===== config.mk =====
export PLATFORM = sky130hd
export DESIGN_NAME = dna_reverse_complement_flat
export DESIGN_NICKNAME = d
export VERILOG_FILES = /design/src/hw/rtl/dnarc_pkg.sv /design/src/hw/rtl/dnarc_if.sv /design/src/hw/rtl/dnarc_cell.sv /design/src/hw/rtl/dna_reverse_complement.sv /design/src/flat_wrapper.sv
export SDC_FILE = /design/constraint.sdc
export NUM_CORES = 1
export LEC_CHECK = 0
export BUFFER_PORTS_ARGS = -buffer_cell sky130_fd_sc_hd__buf_2
export CORE_MARGIN = 2
export CORE_UTILIZATION = 35
export CTS_CLUSTER_SIZE = 30
export DETAILED_ROUTE_END_ITERATION = 8
export GPL_TIMING_DRIVEN = 0
export PLACE_DENSITY_LB_ADDON = 0.3
export REMOVE_ABC_BUFFERS = 1
export SYNTH_ARGS = -nofsm -noshare
export SYNTH_HDL_FRONTEND = slang
export SYNTH_SLANG_ARGS = --single-unit

===== constraint.sdc =====
create_clock -name clk -period 34.1 [get_ports clk]
set_clock_uncertainty 0.2 [all_clocks]
set_input_delay 3.41 -clock clk [delete_from_list [all_inputs] [get_ports clk]]
set_output_delay 3.41 -clock clk [all_outputs]
set_load 0.03 [all_outputs]

===== src/hw/rtl/dnarc_pkg.sv =====
// Shared types, character codes and base-pairing function for the reverse complement block.
`default_nettype none

package dnarc_pkg;

  typedef logic [7:0] char_t;
  typedef logic [1:0] status_t;

  typedef struct packed {
    logic push;
    logic pop;
  } cell_ctrl_t;

  localparam char_t CH_NL   = 8'h0A;
  localparam char_t CH_GAP  = 8'h2D;
  localparam char_t CH_UA   = 8'h41;
  localparam char_t CH_UZ   = 8'h5A;
  localparam char_t CH_LA   = 8'h61;
  localparam char_t CH_LZ   = 8'h7A;
  localparam char_t CASE_OFFSET = 8'h20;
  localparam char_t CH_NULL = 8'h00;

  localparam char_t PAIR_NONE   = 8'h00;
  localparam char_t PAIR_TRIPLE = 8'h01;

  localparam status_t ST_OK     = 2'd0;
  localparam status_t ST_BAD    = 2'd1;
  localparam status_t ST_TRIPLE = 2'd2;
  localparam status_t ST_LONG   = 2'd3;

  function automatic char_t pair_of(input char_t c);
    char_t p;
    case (c)
      "A": p = "T";
      "T": p = "A";
      "U": p = "A";
      "C": p = "G";
      "G": p = "C";
      "R": p = "Y";
      "Y": p = "R";
      "K": p = "M";
      "M": p = "K";
      "S": p = "S";
      "W": p = "W";
      "N": p = "N";
      "B", "D", "H", "V": p = PAIR_TRIPLE;
      default: p = PAIR_NONE;
    endcase
    return p;
  endfunction

  function automatic char_t complement_of(input char_t c);
    return (c == CH_GAP) ? CH_GAP : pair_of(c);
  endfunction

endpackage

`default_nettype wire


===== src/hw/rtl/dnarc_if.sv =====
// Valid/ready channel interfaces for the character input and the base output.
`default_nettype none

interface dnarc_in_if;
  logic       valid;
  logic       ready;
  logic [7:0] symbol;
  logic       final_char;

  modport source (output valid, output symbol, output final_char, input ready);
  modport sink (input valid, input symbol, input final_char, output ready);
endinterface

interface dnarc_out_if;
  logic       valid;
  logic       ready;
  logic [7:0] base;
  logic       has_base;
  logic [1:0] status;
  logic       run_end;

  modport source (output valid, output base, output has_base, output status,
                  output run_end, input ready);
  modport sink (input valid, input base, input has_base, input status,
                input run_end, output ready);
endinterface

`default_nettype wire


===== src/hw/rtl/dnarc_cell.sv =====
// One stack cell: holds a character and shifts it deeper on push or shallower on pop.
`default_nettype none

module dnarc_cell
  import dnarc_pkg::*;
(
  input  wire        clk,
  input  cell_ctrl_t ctrl,
  input  char_t      push_in,
  input  char_t      pop_in,
  output char_t      data_out
);

  char_t data_r;
  char_t data_nxt;

  always_comb begin
    data_nxt = data_r;
    if (ctrl.push) begin
      data_nxt = push_in;
    end else if (ctrl.pop) begin
      data_nxt = pop_in;
    end
  end

  always_ff @(posedge clk) begin
    data_r <= data_nxt;
  end

  assign data_out = data_r;

endmodule

`default_nettype wire


===== src/hw/rtl/dna_reverse_complement.sv =====
// Top level: stacks a DNA sequence in a chain of cells and emits its reverse complement.
//
//   channel   dir   handshake         payload
//   in_ch     in    valid / ready     symbol[7:0], final_char
//   out_ch    out   valid / ready     base[7:0], has_base, status[1:0], run_end
//
// Characters load at one item per cycle while no sequence is being emitted.
// A final item of a valid sequence of n characters is followed by n results,
// each from one pop of the cell chain; an error or empty sequence gives
// one result in the cycle after the final item. Reset is synchronous and
// clears only control state, so the block is ready in the cycle after reset.
// A low out_ch.ready while a result is pending holds the output register and stalls both pops and loads.
`default_nettype none

module dna_reverse_complement
  import dnarc_pkg::*;
#(
  parameter int MAX_LEN = 64
) (
  input  wire          clk,
  input  wire          rst_n,
  dnarc_in_if.sink     in_ch,
  dnarc_out_if.source  out_ch
);

  localparam int FILL_W = $clog2(MAX_LEN + 1);
  localparam logic [FILL_W-1:0] FILL_MAX = FILL_W'(MAX_LEN);
  localparam logic [FILL_W-1:0] FILL_ONE = FILL_W'(1);
  localparam logic [FILL_W-1:0] FILL_ZERO = '0;

  localparam logic ST_LOAD = 1'b0;
  localparam logic ST_EMIT = 1'b1;

  logic              state_r, state_nxt;
  logic [FILL_W-1:0] fill_r, fill_nxt;
  status_t           err_r, err_nxt;
  logic              ended_r, ended_nxt;
  logic              letters_r, letters_nxt;

  logic              out_valid_r, out_valid_nxt;
  char_t             base_r, base_nxt;
  logic              has_base_r, has_base_nxt;
  status_t           status_r, status_nxt;
  logic              run_end_r, run_end_nxt;

  cell_ctrl_t        ctrl;
  char_t             chain_q [MAX_LEN];
  char_t             c_up;
  char_t             pair;
  logic              out_free;
  logic              in_acc;
  logic              load_out;

  genvar gi;
  generate
    for (gi = 0; gi < MAX_LEN; gi++) begin : g_cell
      char_t push_src;
      char_t pop_src;
      if (gi == 0) begin : g_head
        assign push_src = c_up;
      end else begin : g_body
        assign push_src = chain_q[gi-1];
      end
      if (gi == MAX_LEN - 1) begin : g_tail
        assign pop_src = CH_NULL;
      end else begin : g_link
        assign pop_src = chain_q[gi+1];
      end
      dnarc_cell u_cell (
        .clk      (clk),
        .ctrl     (ctrl),
        .push_in  (push_src),
        .pop_in   (pop_src),
        .data_out (chain_q[gi])
      );
    end
  endgenerate

  assign c_up = (in_ch.symbol inside {[CH_LA:CH_LZ]}) ? (in_ch.symbol - CASE_OFFSET)
                                                       : in_ch.symbol;
  assign pair     = pair_of(c_up);
  assign out_free = !out_valid_r || out_ch.ready;
  assign in_ch.ready = (state_r == ST_LOAD) && out_free;
  assign in_acc   = in_ch.valid && in_ch.ready;

  always_comb begin
    state_nxt    = state_r;
    fill_nxt     = fill_r;
    err_nxt      = err_r;
    ended_nxt    = ended_r;
    letters_nxt  = letters_r;
    ctrl         = '0;
    load_out     = 1'b0;
    base_nxt     = base_r;
    has_base_nxt = has_base_r;
    status_nxt   = status_r;
    run_end_nxt  = run_end_r;

    if (in_acc) begin
      if (!ended_r) begin
        if (in_ch.symbol == CH_NL) begin
          ended_nxt = 1'b1;
        end else if (fill_r >= FILL_MAX) begin
          err_nxt = ST_LONG;
        end else begin
          ctrl.push = 1'b1;
          fill_nxt  = fill_r + FILL_ONE;
          if (err_r == ST_LONG || c_up == CH_GAP) begin
            err_nxt = err_r;
          end else if (!(c_up inside {[CH_UA:CH_UZ]})) begin
            letters_nxt = 1'b0;
            err_nxt     = ST_BAD;
          end else if (letters_r && pair == PAIR_NONE) begin
            err_nxt = ST_BAD;
          end else if (letters_r && pair == PAIR_TRIPLE) begin
            err_nxt = ST_TRIPLE;
          end
        end
      end
      if (in_ch.final_char) begin
        if (err_nxt != ST_OK || fill_nxt == FILL_ZERO) begin
          load_out     = 1'b1;
          base_nxt     = CH_NULL;
          has_base_nxt = 1'b0;
          status_nxt   = err_nxt;
          run_end_nxt  = 1'b1;
          fill_nxt     = FILL_ZERO;
        end else begin
          state_nxt = ST_EMIT;
        end
        err_nxt     = ST_OK;
        ended_nxt   = 1'b0;
        letters_nxt = 1'b1;
      end
    end else if (state_r == ST_EMIT && out_free) begin
      ctrl.pop     = 1'b1;
      load_out     = 1'b1;
      base_nxt     = complement_of(chain_q[0]);
      has_base_nxt = 1'b1;
      status_nxt   = ST_OK;
      run_end_nxt  = (fill_r == FILL_ONE);
      fill_nxt     = fill_r - FILL_ONE;
      if (fill_r == FILL_ONE) begin
        state_nxt = ST_LOAD;
      end
    end

    if (load_out) begin
      out_valid_nxt = 1'b1;
    end else if (out_ch.ready) begin
      out_valid_nxt = 1'b0;
    end else begin
      out_valid_nxt = out_valid_r;
    end
  end

  always_ff @(posedge clk) begin
    if (!rst_n) begin
      state_r     <= ST_LOAD;
      fill_r      <= FILL_ZERO;
      err_r       <= ST_OK;
      ended_r     <= 1'b0;
      letters_r   <= 1'b1;
      out_valid_r <= 1'b0;
    end else begin
      state_r     <= state_nxt;
      fill_r      <= fill_nxt;
      err_r       <= err_nxt;
      ended_r     <= ended_nxt;
      letters_r   <= letters_nxt;
      out_valid_r <= out_valid_nxt;
    end
  end

  always_ff @(posedge clk) begin
    base_r     <= base_nxt;
    has_base_r <= has_base_nxt;
    status_r   <= status_nxt;
    run_end_r  <= run_end_nxt;
  end

  assign out_ch.valid    = out_valid_r;
  assign out_ch.base     = base_r;
  assign out_ch.has_base = has_base_r;
  assign out_ch.status   = status_r;
  assign out_ch.run_end  = run_end_r;

  a_fill_bound: assert property (@(posedge clk) disable iff (!rst_n)
    fill_r <= FILL_MAX)
    else $error("stack fill count exceeds its depth");

  a_emit_nonempty: assert property (@(posedge clk) disable iff (!rst_n)
    state_r == ST_EMIT |-> fill_r != FILL_ZERO)
    else $error("emitting from an empty stack");

  a_last_pop: assert property (@(posedge clk) disable iff (!rst_n)
    (ctrl.pop && fill_r == FILL_ONE) |=> (state_r == ST_LOAD && out_ch.run_end))
    else $error("last pop did not end the sequence");

  a_error_single: assert property (@(posedge clk) disable iff (!rst_n)
    (out_ch.valid && out_ch.status != ST_OK) |-> (!out_ch.has_base && out_ch.run_end))
    else $error("error item carries a base or is not the last item");

  a_no_push_pop: assert property (@(posedge clk) disable iff (!rst_n)
    !(ctrl.push && ctrl.pop))
    else $error("push and pop in the same cycle");

endmodule

`default_nettype wire


===== src/flat_wrapper.sv =====
// flat-port wrapper written by rule: the top's interface ports become plain ports
module dna_reverse_complement_flat import dnarc_pkg::*;
#(
  parameter int MAX_LEN = 64
)
  (clk, rst_n, in_ch_valid, in_ch_symbol, in_ch_final_char, in_ch_ready, out_ch_valid, out_ch_base, out_ch_has_base, out_ch_status, out_ch_run_end, out_ch_ready);
  dnarc_in_if in_ch_i ();
  dnarc_out_if out_ch_i ();
  input  wire clk;
  input  wire rst_n;
  input wire logic [$bits(in_ch_i.valid)-1:0] in_ch_valid;
  input wire logic [$bits(in_ch_i.symbol)-1:0] in_ch_symbol;
  input wire logic [$bits(in_ch_i.final_char)-1:0] in_ch_final_char;
  output wire logic [$bits(in_ch_i.ready)-1:0] in_ch_ready;
  output wire logic [$bits(out_ch_i.valid)-1:0] out_ch_valid;
  output wire logic [$bits(out_ch_i.base)-1:0] out_ch_base;
  output wire logic [$bits(out_ch_i.has_base)-1:0] out_ch_has_base;
  output wire logic [$bits(out_ch_i.status)-1:0] out_ch_status;
  output wire logic [$bits(out_ch_i.run_end)-1:0] out_ch_run_end;
  input wire logic [$bits(out_ch_i.ready)-1:0] out_ch_ready;
  assign in_ch_i.valid = in_ch_valid;
  assign in_ch_i.symbol = in_ch_symbol;
  assign in_ch_i.final_char = in_ch_final_char;
  assign in_ch_ready = in_ch_i.ready;
  assign out_ch_valid = out_ch_i.valid;
  assign out_ch_base = out_ch_i.base;
  assign out_ch_has_base = out_ch_i.has_base;
  assign out_ch_status = out_ch_i.status;
  assign out_ch_run_end = out_ch_i.run_end;
  assign out_ch_i.ready = out_ch_ready;
  dna_reverse_complement #(.MAX_LEN(MAX_LEN)) u_core (.clk(clk), .rst_n(rst_n), .in_ch(in_ch_i), .out_ch(out_ch_i));
endmodule

# == Yosys cells after proc, flatten, opt, wreduce, memory -nomap -nowiden ==
# Index checks and enable logic that the tools add are counted.
# Widths: inputs -> output; s select.
# word_totals
out_inout_bits,14
in_bits,13
reg_bits,537
elab_cells,344
# classes
addsub,3
mux,190
n_eq_ne,46
n_lt_le_gt_ge,5
reduce_logical,25
n_bitwise,1
# ops
cell,n
$mux 8,133
$eq 8x7->1 const B,32
$pmux 7 s12,2
$mux 7,9
$mux 1,33
$mux 2,13
$eq 8x6->1 const B,2
$ge 8x7->1 const B,2
$le 8x7->1 const B,2
$ne 2x2->1 const B,8
$eq 7x1->1 const B,2
$reduce_bool 2->1,5
$eq 8x4->1 const B,1
$logic_not 8->1,1
$reduce_or 4->1,2
$sub 8x6->8 const B,1
$add 7x1->7 const B,1
$ge 7x7->1 const B,1
$logic_and 1x1->1,7
$logic_not 7->1,1
$sub 7x1->7 const B,1
$reduce_and 6->1,1
$reduce_and 4->1,1
$reduce_or 2->1,2
other kinds (5),7

# == Depth between registers and ports, before layout ==
# Gate-level depths: netlist of the first run.
# logic_depth
ltp_word,22
depth_mapped,12
depth_no_buf,11

# == Cells and area by module ==
# A second synthesis of the first run with hierarchy kept.
# hier_totals
cells_unflattened,1398
area_unflattened_um2,26120.1
# modules_own_cells
mod,area_per_inst_um2,seq_area_each_um2,cells_each,n_inst
dnarc_cell,377.9,240.2,18,64
dna_reverse_complement,1936.9,590.6,246,1

# == Worst setup path after synthesis of the first run ==
# OpenSTA, ideal clock, no wires.
# synth_timing
kind,input to register
startpoint,in in_ch_symbol[5]
endpoint,reg u_core.g_cell[0].u_cell.data_r[0] (enable)
path_buffers,3
setup_ps,3661
slack_ps,17056
t_required_ps,30239
arrival_time_ps,13183
stages,7
cell_sequence,buf_2 nor4b_2 a211oi_4 nand2_1 clkbuf_1 clkbuf_1 nand2_1
# synth_via
elab_chain_cells,5
# synth_rtl
element,line,source
"start, declared",flat_wrapper.sv:12,input wire logic [$bits(in_ch_i.symbol)-1:0] in_ch_symbol;
$eq 8x4->1,dna_reverse_complement.sv:101,if (in_ch.symbol == CH_NL) begin
$mux 1,dna_reverse_complement.sv:101,
$mux 1,dna_reverse_complement.sv:100,if (!ended_r) begin
$mux 1,dna_reverse_complement.sv:99,if (in_acc) begin
$reduce_bool 2->1 (no source line),-,
"end signal, assigned",dnarc_cell.sv:27,data_r <= data_nxt;
"end, declared",dnarc_cell.sv:14,char_t data_r;
# Every way passes these cells.
# A chain may end at the register's enable or synchronous reset.

# == Worst setup path after layout of the first run ==
# layout_timing
startpoint,in out_ch_ready
endpoint,out in_ch_ready
# layout_via
elab_chain_cells,2
# layout_rtl
element,line,source
"start, declared",flat_wrapper.sv:20,input wire logic [$bits(out_ch_i.ready)-1:0] out_ch_ready;
$logic_or 1x1->1,dna_reverse_complement.sv:82,assign out_free = !out_valid_r || out_ch.ready;
$logic_and 1x1->1,dna_reverse_complement.sv:83,assign in_ch.ready = (state_r == ST_LOAD) && out_free;
"end, declared",flat_wrapper.sv:14,output wire logic [$bits(in_ch_i.ready)-1:0] in_ch_ready;
# Every way passes these cells.

==> results of run 1 <==
[kinds of logic (layout without fill, tap and decap cells)]
logic type,Yosys count,in the layout,synth area share [%]
xor+xnor,8,8,0.296
compound gates,80,80,2.48
simple gates,1630,1630,26.9
mux,3,3,0.132
fa+ha+maj,5,5,0.265
other cells,1,1,0.0159
flops,536,536,67.5
buf+inv,143,154,2.38
[sequential cells by signal, summed over array words and instances, names as in the netlist]
name	count
u_core.ended_r	1
u_core.out_ch.has_base	1
u_core.out_ch.status	2
u_core.fill_r	7
u_core.out_ch.valid	1
u_core.state_r	1
u_core.letters_r	1
u_core.out_ch.base	7
u_core.out_ch.run_end	1
u_core.err_r	2
u_core.g_cell.u_cell.data_out	512
[cells in the final DEF, fill, tap and decap left out, types with 4 or more instances in the layout]
master / n
dfxtp_1: 13
inv_1: 10
and2_1: 11
nand2b_1: 7
clkbuf_1: 10
o21ai_0: 19
clkbuf_16: 56
ha_1: 5
nor2_1: 20
nand2_1: 1533
xnor2_1: 5
a31oi_1: 4
edfxtp_1: 523
nand3_1: 10
clkinv_1: 11
bufinv_16: 6
buf_16: 18
clkinv_2: 12
a21oi_1: 20
nor3b_1: 4
nor3_1: 9
buf_2: 25
nand4_1: 6
[final cells by class]
cell class                      instances  area (um^2)
Fill cell                            6496        40400
Sequential cell                       536        16000
Multi-Input combinational cell       1727         7130
Clock buffer                           66         1440
Tap cell                              873         1090
Timing Repair Buffer                   45          661
Clock inverter                         33          322
Inverter                               10         37.5
[power breakdown]
| group | switching, mW | leakage [nW] | internal (mW) |
|---|---|---|---|
| logic | 0.142 | 5.28 | 0.0714 |
| clock network | 0.247 | 0.863 | 0.345 |
| registers | 0.0492 | 5.22 | 0.857 |
| total | 0.439 | 11.4 | 1.27 |
[per-stage QoR]
step	power, mW	cells
2_1_floorplan	1.15	2273
3_3_place_gp	1.25	3171
3_5_place_dp	1.13	3191
4_1_cts	1.74	3290
5_1_grt	1.80	3290
6_report	1.71	3290
[layer usage]
layer | GRT usage [%] | up-vias | share of wire (%)
met1 | 15.2 | 7403 | 49
met3 | 1.96 | 64 | 3.6
met2 | 19.1 | 243 | 45
li1 | - | 7823 | -
met4 | 3.69 | 0 | 1.9
met5 | 0 | - | 0
[critical path: cells and delay by family]
kind          cells  cell delay (ns)
buf+inv           2             0.32
simple gates      2             0.44
[path summary, 6_finish.rpt]
kind,slack [ns],from,depth (start not counted),endpoint
worst min-delay path,0.32,u_core.g_cell[63].u_cell.data_out[5],2,u_core.g_cell[62].u_cell.data_out[5]
worst min register to register,0.32,u_core.g_cell[63].u_cell.data_out[5],2,u_core.g_cell[62].u_cell.data_out[5]
worst max register to register,29.85,u_core.out_ch.valid,8,u_core.g_cell[52].u_cell.data_out[0]
worst max-delay path,26.31,out_ch_ready,4,in_ch_ready
==> summary.txt, run 1 <==
Status
  – Run status: finished clean

Setup path
  – Crit path largest cell delay: 0.27 ns
  – Worst setup SP type: input port
  – Critical-path cell list: buf_2 > nand2b_1 > nor2b_1 > buf_2
  – CP most frequent cell: buf_2
  – Slowest stage cell, crit path: nor2b_1
  – Crit end category: output pin
  – Data required time of the worst path: 30.49 ns
  – Crit Path Class: in -> out
  – Critical Path Fanout Max: 5
  – WP data arrival: 4.18 ns

Yosys
  – Netlist cell types: 69
  – Asr flop ratio synth: 0%
  – Most common cell in the synthesized netlist: nand2_1
  – Post-Synthesis Cells: about 2.4k
  – Syn avg cell area: approximately 10 um^2
  – Top post-synthesis cells by area: edfxtp_1 (66%), nand2_1 (24%), clkbuf_1 (1.7%)
  – Synth Flop Type: edfxtp_1
  – FF+latch count, synth: 536
  – Synth top cells by count: nand2_1 (1535), edfxtp_1 (523), clkbuf_1 (109), a21oi_1 (20), nor2_1 (20)
  – Area leader, netlist: edfxtp_1
  – Sequential area share after synthesis: 67.5%
  – Share of the synthesized area in the top cell type: between 60% and 70%
  – Syn. warnings: 0
  – Number of synthesized flops with an enable pin: 523
  – Synthesized area: 23600 um^2

Clocking
  – Clk_lat worst skew: 0.61 ns
  – # hold bufs at CTS: 0
  – Htree depth: 2
  – CTS tree: built
  – Clk slew on worst S/H paths: 0.06 ns
  – Total CTS buffers: 56
  – CTS resizes: 0
  – Number of setup buffers added after CTS: 0
  – Clock Sinks: about 540
  – Clock buffer depth: 3
  – Clk Tree Root Cell: clkbuf_16

Floorplan
  – Site row count: 95
  – Total core area: between 60000 and 70000 um^2
  – Top Ports: 27
  – DIE AREA: 69600 um^2
  – Die Ht: roughly 260 um
  – Die Span X: 264 um
  – Initial core utilization: 35.3%

Drt
  – Via density: 4.72
  – Drt pass-1 iters: 6
  – Iteration-0 DRC Markers: 1397
  – Vias post-DR: 15.5k
  – Post-route ant nets: 0
  – Post-DR wirelength/cell: roughly 12 um
  – DRC: 0
  – Total Wirelength: 40.2 mm

Placed design
  – DP HPWL: 23.1 mm
  – IO Port Bufs: 25
  – Place WS: 26.31 ns
  – RD Place Congestion: approximately 0.76
  – Placed cell areas: 24900 um^2

Power
  – Power per cell area: 64.2 nW/um^2
  – Max VDD drop: 0.0382 mV
  – Pleak: roughly 11 nW

STA
  – Final Setup Violations: 0
  – Worst-Margin Slew: around 0.85 ns
  – Final Critical Period: 7.79 ns
  – Final Max Slew Viols: 0
  – Maximum clock frequency: 128 MHz
  – Final worst setup slack: ~26 ns
  – Min Hold Slack: ~0.32 ns
  – RSZ-0062 raised after global routing: no
  – Fin Setup TNS: 0 ns
  – Slew HR: 43.2%
  – Fin. Hold Viols: 0
  – Tcrit/Tclk final: 22.8%

Final layout
  – Finished Cell Area: around 27000 um^2
  – Diode count: 0
  – Final nets: 2394
  – Core Util, Final: slightly below 40%
  – Layout cells sized above 1: 5.96%
  – Area growth syn-to-layout: 12.7%

Global routing
  – Vias in the first global route: 15.3k
  – First-pass GRT wire length: about 70 mm
  – Grt ovf: 0
  – Pin count of the biggest net entering global routing: 97
  – Total GRT Usage: 11.5%
  – Initial antenna violation count: 0

Flow run
  – Max-cap viol count: 0

Hold path
  – Worst hold path type: reg -> reg
No activity file was read; power rests on OpenSTA's default activity.
==> inputs of run 2 (changes only) <==
--- a/config.mk
+++ b/config.mk
@@ -5,6 +5,7 @@
 export SDC_FILE = /design/constraint.sdc
 export NUM_CORES = 1
 export LEC_CHECK = 0
+export ABC_AREA = 1
 export BUFFER_PORTS_ARGS = -buffer_cell sky130_fd_sc_hd__buf_2
 export CORE_MARGIN = 2
 export CORE_UTILIZATION = 35
==> constraint.sdc (replaced) <==
create_clock -name clk -period 6.8 [get_ports clk]
set_clock_uncertainty 0.2 [all_clocks]
set_input_delay 0.68 -clock clk [delete_from_list [all_inputs] [get_ports clk]]
set_output_delay 0.68 -clock clk [all_outputs]
set_load 0.03 [all_outputs]
==> summary.txt, run 2 <==
Drt
  – Via density: ~4.7
  – Vias post-DR: 15.8k
  – Iteration-0 DRC Markers: between 1k and 1.5k
  – Total Wirelength: 40.8 mm
  – DRC: 0
  – Post-DR wirelength/cell: 12.2 um
  – Post-route ant nets: 0
  – Drt pass-1 iters: 6

Final layout
  – Commonest non-fill, non-tap cell in the layout: nand2_1
  – Diode count: 0
  – Non-Filler Instances: 3354
  – Max reg flops: 512
  – Core Util, Final: 39.6%
  – Register area: 16000 um^2
  – Filler Cells Inserted: 6468
  – Layout cells sized above 1: 6.53%
  – Final nets: ~2.5k
  – Most frequent cells in the layout: nand2_1 (1509), edfxtp_1 (523), nor2_1 (60)
  – Area growth syn-to-layout: 12.1%
  – Footprint of the multi-input gates: 7010 um^2
  – Finished Cell Area: 26600 um^2

Placed design
  – Placed cell areas: approximately 25000 um^2
  – DP HPWL: 23.5 mm
  – Place WS: -0.126 ns
  – RD Place Congestion: 0.770
  – IO Port Bufs: 25
  – Placed insts: ~3.3k

Global routing
  – Total GRT Usage: 11.7%
  – First-pass GRT wire length: 70.8 mm
  – Grt ovf: 0
  – Pin count of the biggest net entering global routing: between 150 and 200
  – Initial antenna violation count: 0
  – Vias in the first global route: 15.3k

Clocking
  – Htree depth: 2
  – # hold bufs at CTS: 0
  – Clock buffer depth: 3
  – CTS tree: built
  – Total CTS buffers: 55
  – Clk slew on worst S/H paths: around 0.060 ns
  – Clk_lat worst skew: 0.60 ns
  – Clock Sinks: 536
  – Clk Tree Root Cell: clkbuf_16

STA
  – Final worst setup slack: 0.649 ns
  – Fin Setup TNS: 0 ns
  – RSZ-0062 raised after global routing: no
  – Final Setup Violations: 0
  – Fin. Hold Viols: 0
  – Tcrit/Tclk final: 90.5%
  – Final Critical Period: 6.15 ns
  – Slew HR: 47.9%
  – Worst-Margin Slew: ~0.78 ns
  – Final Max Slew Viols: 0
  – Maximum clock frequency: 163 MHz

Setup path
  – Worst setup SP type: register
  – Crit end category: register
  – Data required time of the worst path: between 6 and 7 ns
  – Crit Path Class: reg -> reg
  – Critical Path Fanout Max: 184
  – Worst R2R Setup Slack: 0.65 ns
  – WP data arrival: ~6.2 ns

Power
  – Power per cell area: 315 nW/um^2
  – Pleak: 11.4 nW
  – Max VDD drop: 0.215 mV

Flow run
  – Max-cap viol count: 0

Yosys
  – Most common cell in the synthesized netlist: nand2_1
  – Netlist cell types: 42
  – Synth top cells by count: nand2_1 (1510), edfxtp_1 (523), clkbuf_1 (80), nor2_1 (61), inv_1 (57)
  – Synthesized area: around 24000 um^2
  – Asr flop ratio synth: 0%
  – Number of synthesized flops with an enable pin: 523
  – Area leader, netlist: edfxtp_1
  – Post-Synthesis Cells: about 2.5k
  – Syn avg cell area: 9.67 um^2
  – Synth Flop Type: edfxtp_1
  – Sequential area share after synthesis: 67.3%
  – Syn. warnings: 0
  – Top post-synthesis cells by area: edfxtp_1 (66%), nand2_1 (24%), clkbuf_1 (1.3%)
  – Share of the synthesized area in the top cell type: 66.2%
  – FF+latch count, synth: 536

Floorplan
  – Die Span X: 264 um
  – DIE AREA: 69800 um^2
  – Die Ht: 264 um
  – Initial core utilization: 35.3%
  – Site row count: 95
  – Total core area: 67200 um^2
  – Top Ports: 27

Status
  – Run status: finished clean

Hold path
  – Worst hold path type: in -> reg
-- run 2: area by class of cell --
class                      count  area share [%]
multi-input combinational   1734            26.4
tap                          873            4.11
clock buffer                  74            5.52
sequential                   536            60.0
clock inverter                26           0.574
inverter                      64           0.932
timing repair buffer          47            2.44
-- run 2: kinds of logic after synthesis --
group           count (synthesis)  share of synthesized area [%]
compound gates                 77                           2.03
xor+xnor                        6                          0.222
fa+ha+maj                       5                          0.264
buf+inv                       183                           3.19
flops                         536                           67.3
other cells                     1                         0.0158
simple gates                 1645                           26.9
-- run 2: critical path, stage by stage, from the launching register on --
cell and delay [ns]:
dfxtp_1 0.31, inv_1 0.08, nand2_1 0.06, inv_1 0.09
nand2_1 0.46, nor2_4 0.63, buf_12 0.28, buf_12 0.25
buf_12 0.23, buf_12 0.24, inv_8 0.14, buf_16 0.28
buf_16 0.37, buf_16 0.32, nand2_8 0.41, buf_16 0.34
buf_16 0.36, buf_16 0.33
-- run 2: power by group --
part	internal [mW]	switching [mW]	total, mW	leakage (nW)
Combinational	0.348	0.732	1.08	5.39
Sequential	4.29	0.230	4.52	5.19
Clock	1.54	1.22	2.77	0.786
Total	6.19	2.19	8.37	11.4
-- run 2: stage by stage --
step	hold WS, ns	total power, mW
global route	0.186	8.84
floorplan	0.272	5.72
CTS	0.154	8.50
global placement	0.295	6.15
finish	0.200	8.37
detailed placement	0.299	5.68
-- run 2: path summary, 6_finish.rpt --
check | start | end | depth (start not counted)
worst max-delay path | u_core.state_r | u_core.g_cell[63].u_cell.data_out[2] | 17
worst min-delay path | rst_n | u_core.letters_r | 2
worst max register to register | u_core.state_r | u_core.g_cell[63].u_cell.data_out[2] | 17
worst min register to register | u_core.err_r[1] | u_core.err_r[1] | 2
-- run 2: what timing repair did --
item / CTS / global route
setup endpoints to repair: 0 / 71
setup buffers: 0 / 0
resized for setup: 0 / 1
-- run 2: per-layer routing --
| layer | share of wire, % | global-route usage (%) |
|---|---|---|
| met1 | 49 | 15.9 |
| met5 | 0 | 0 |
| met4 | 2.4 | 3.92 |
| met3 | 4.0 | 1.95 |
| met2 | 44 | 18.9 |
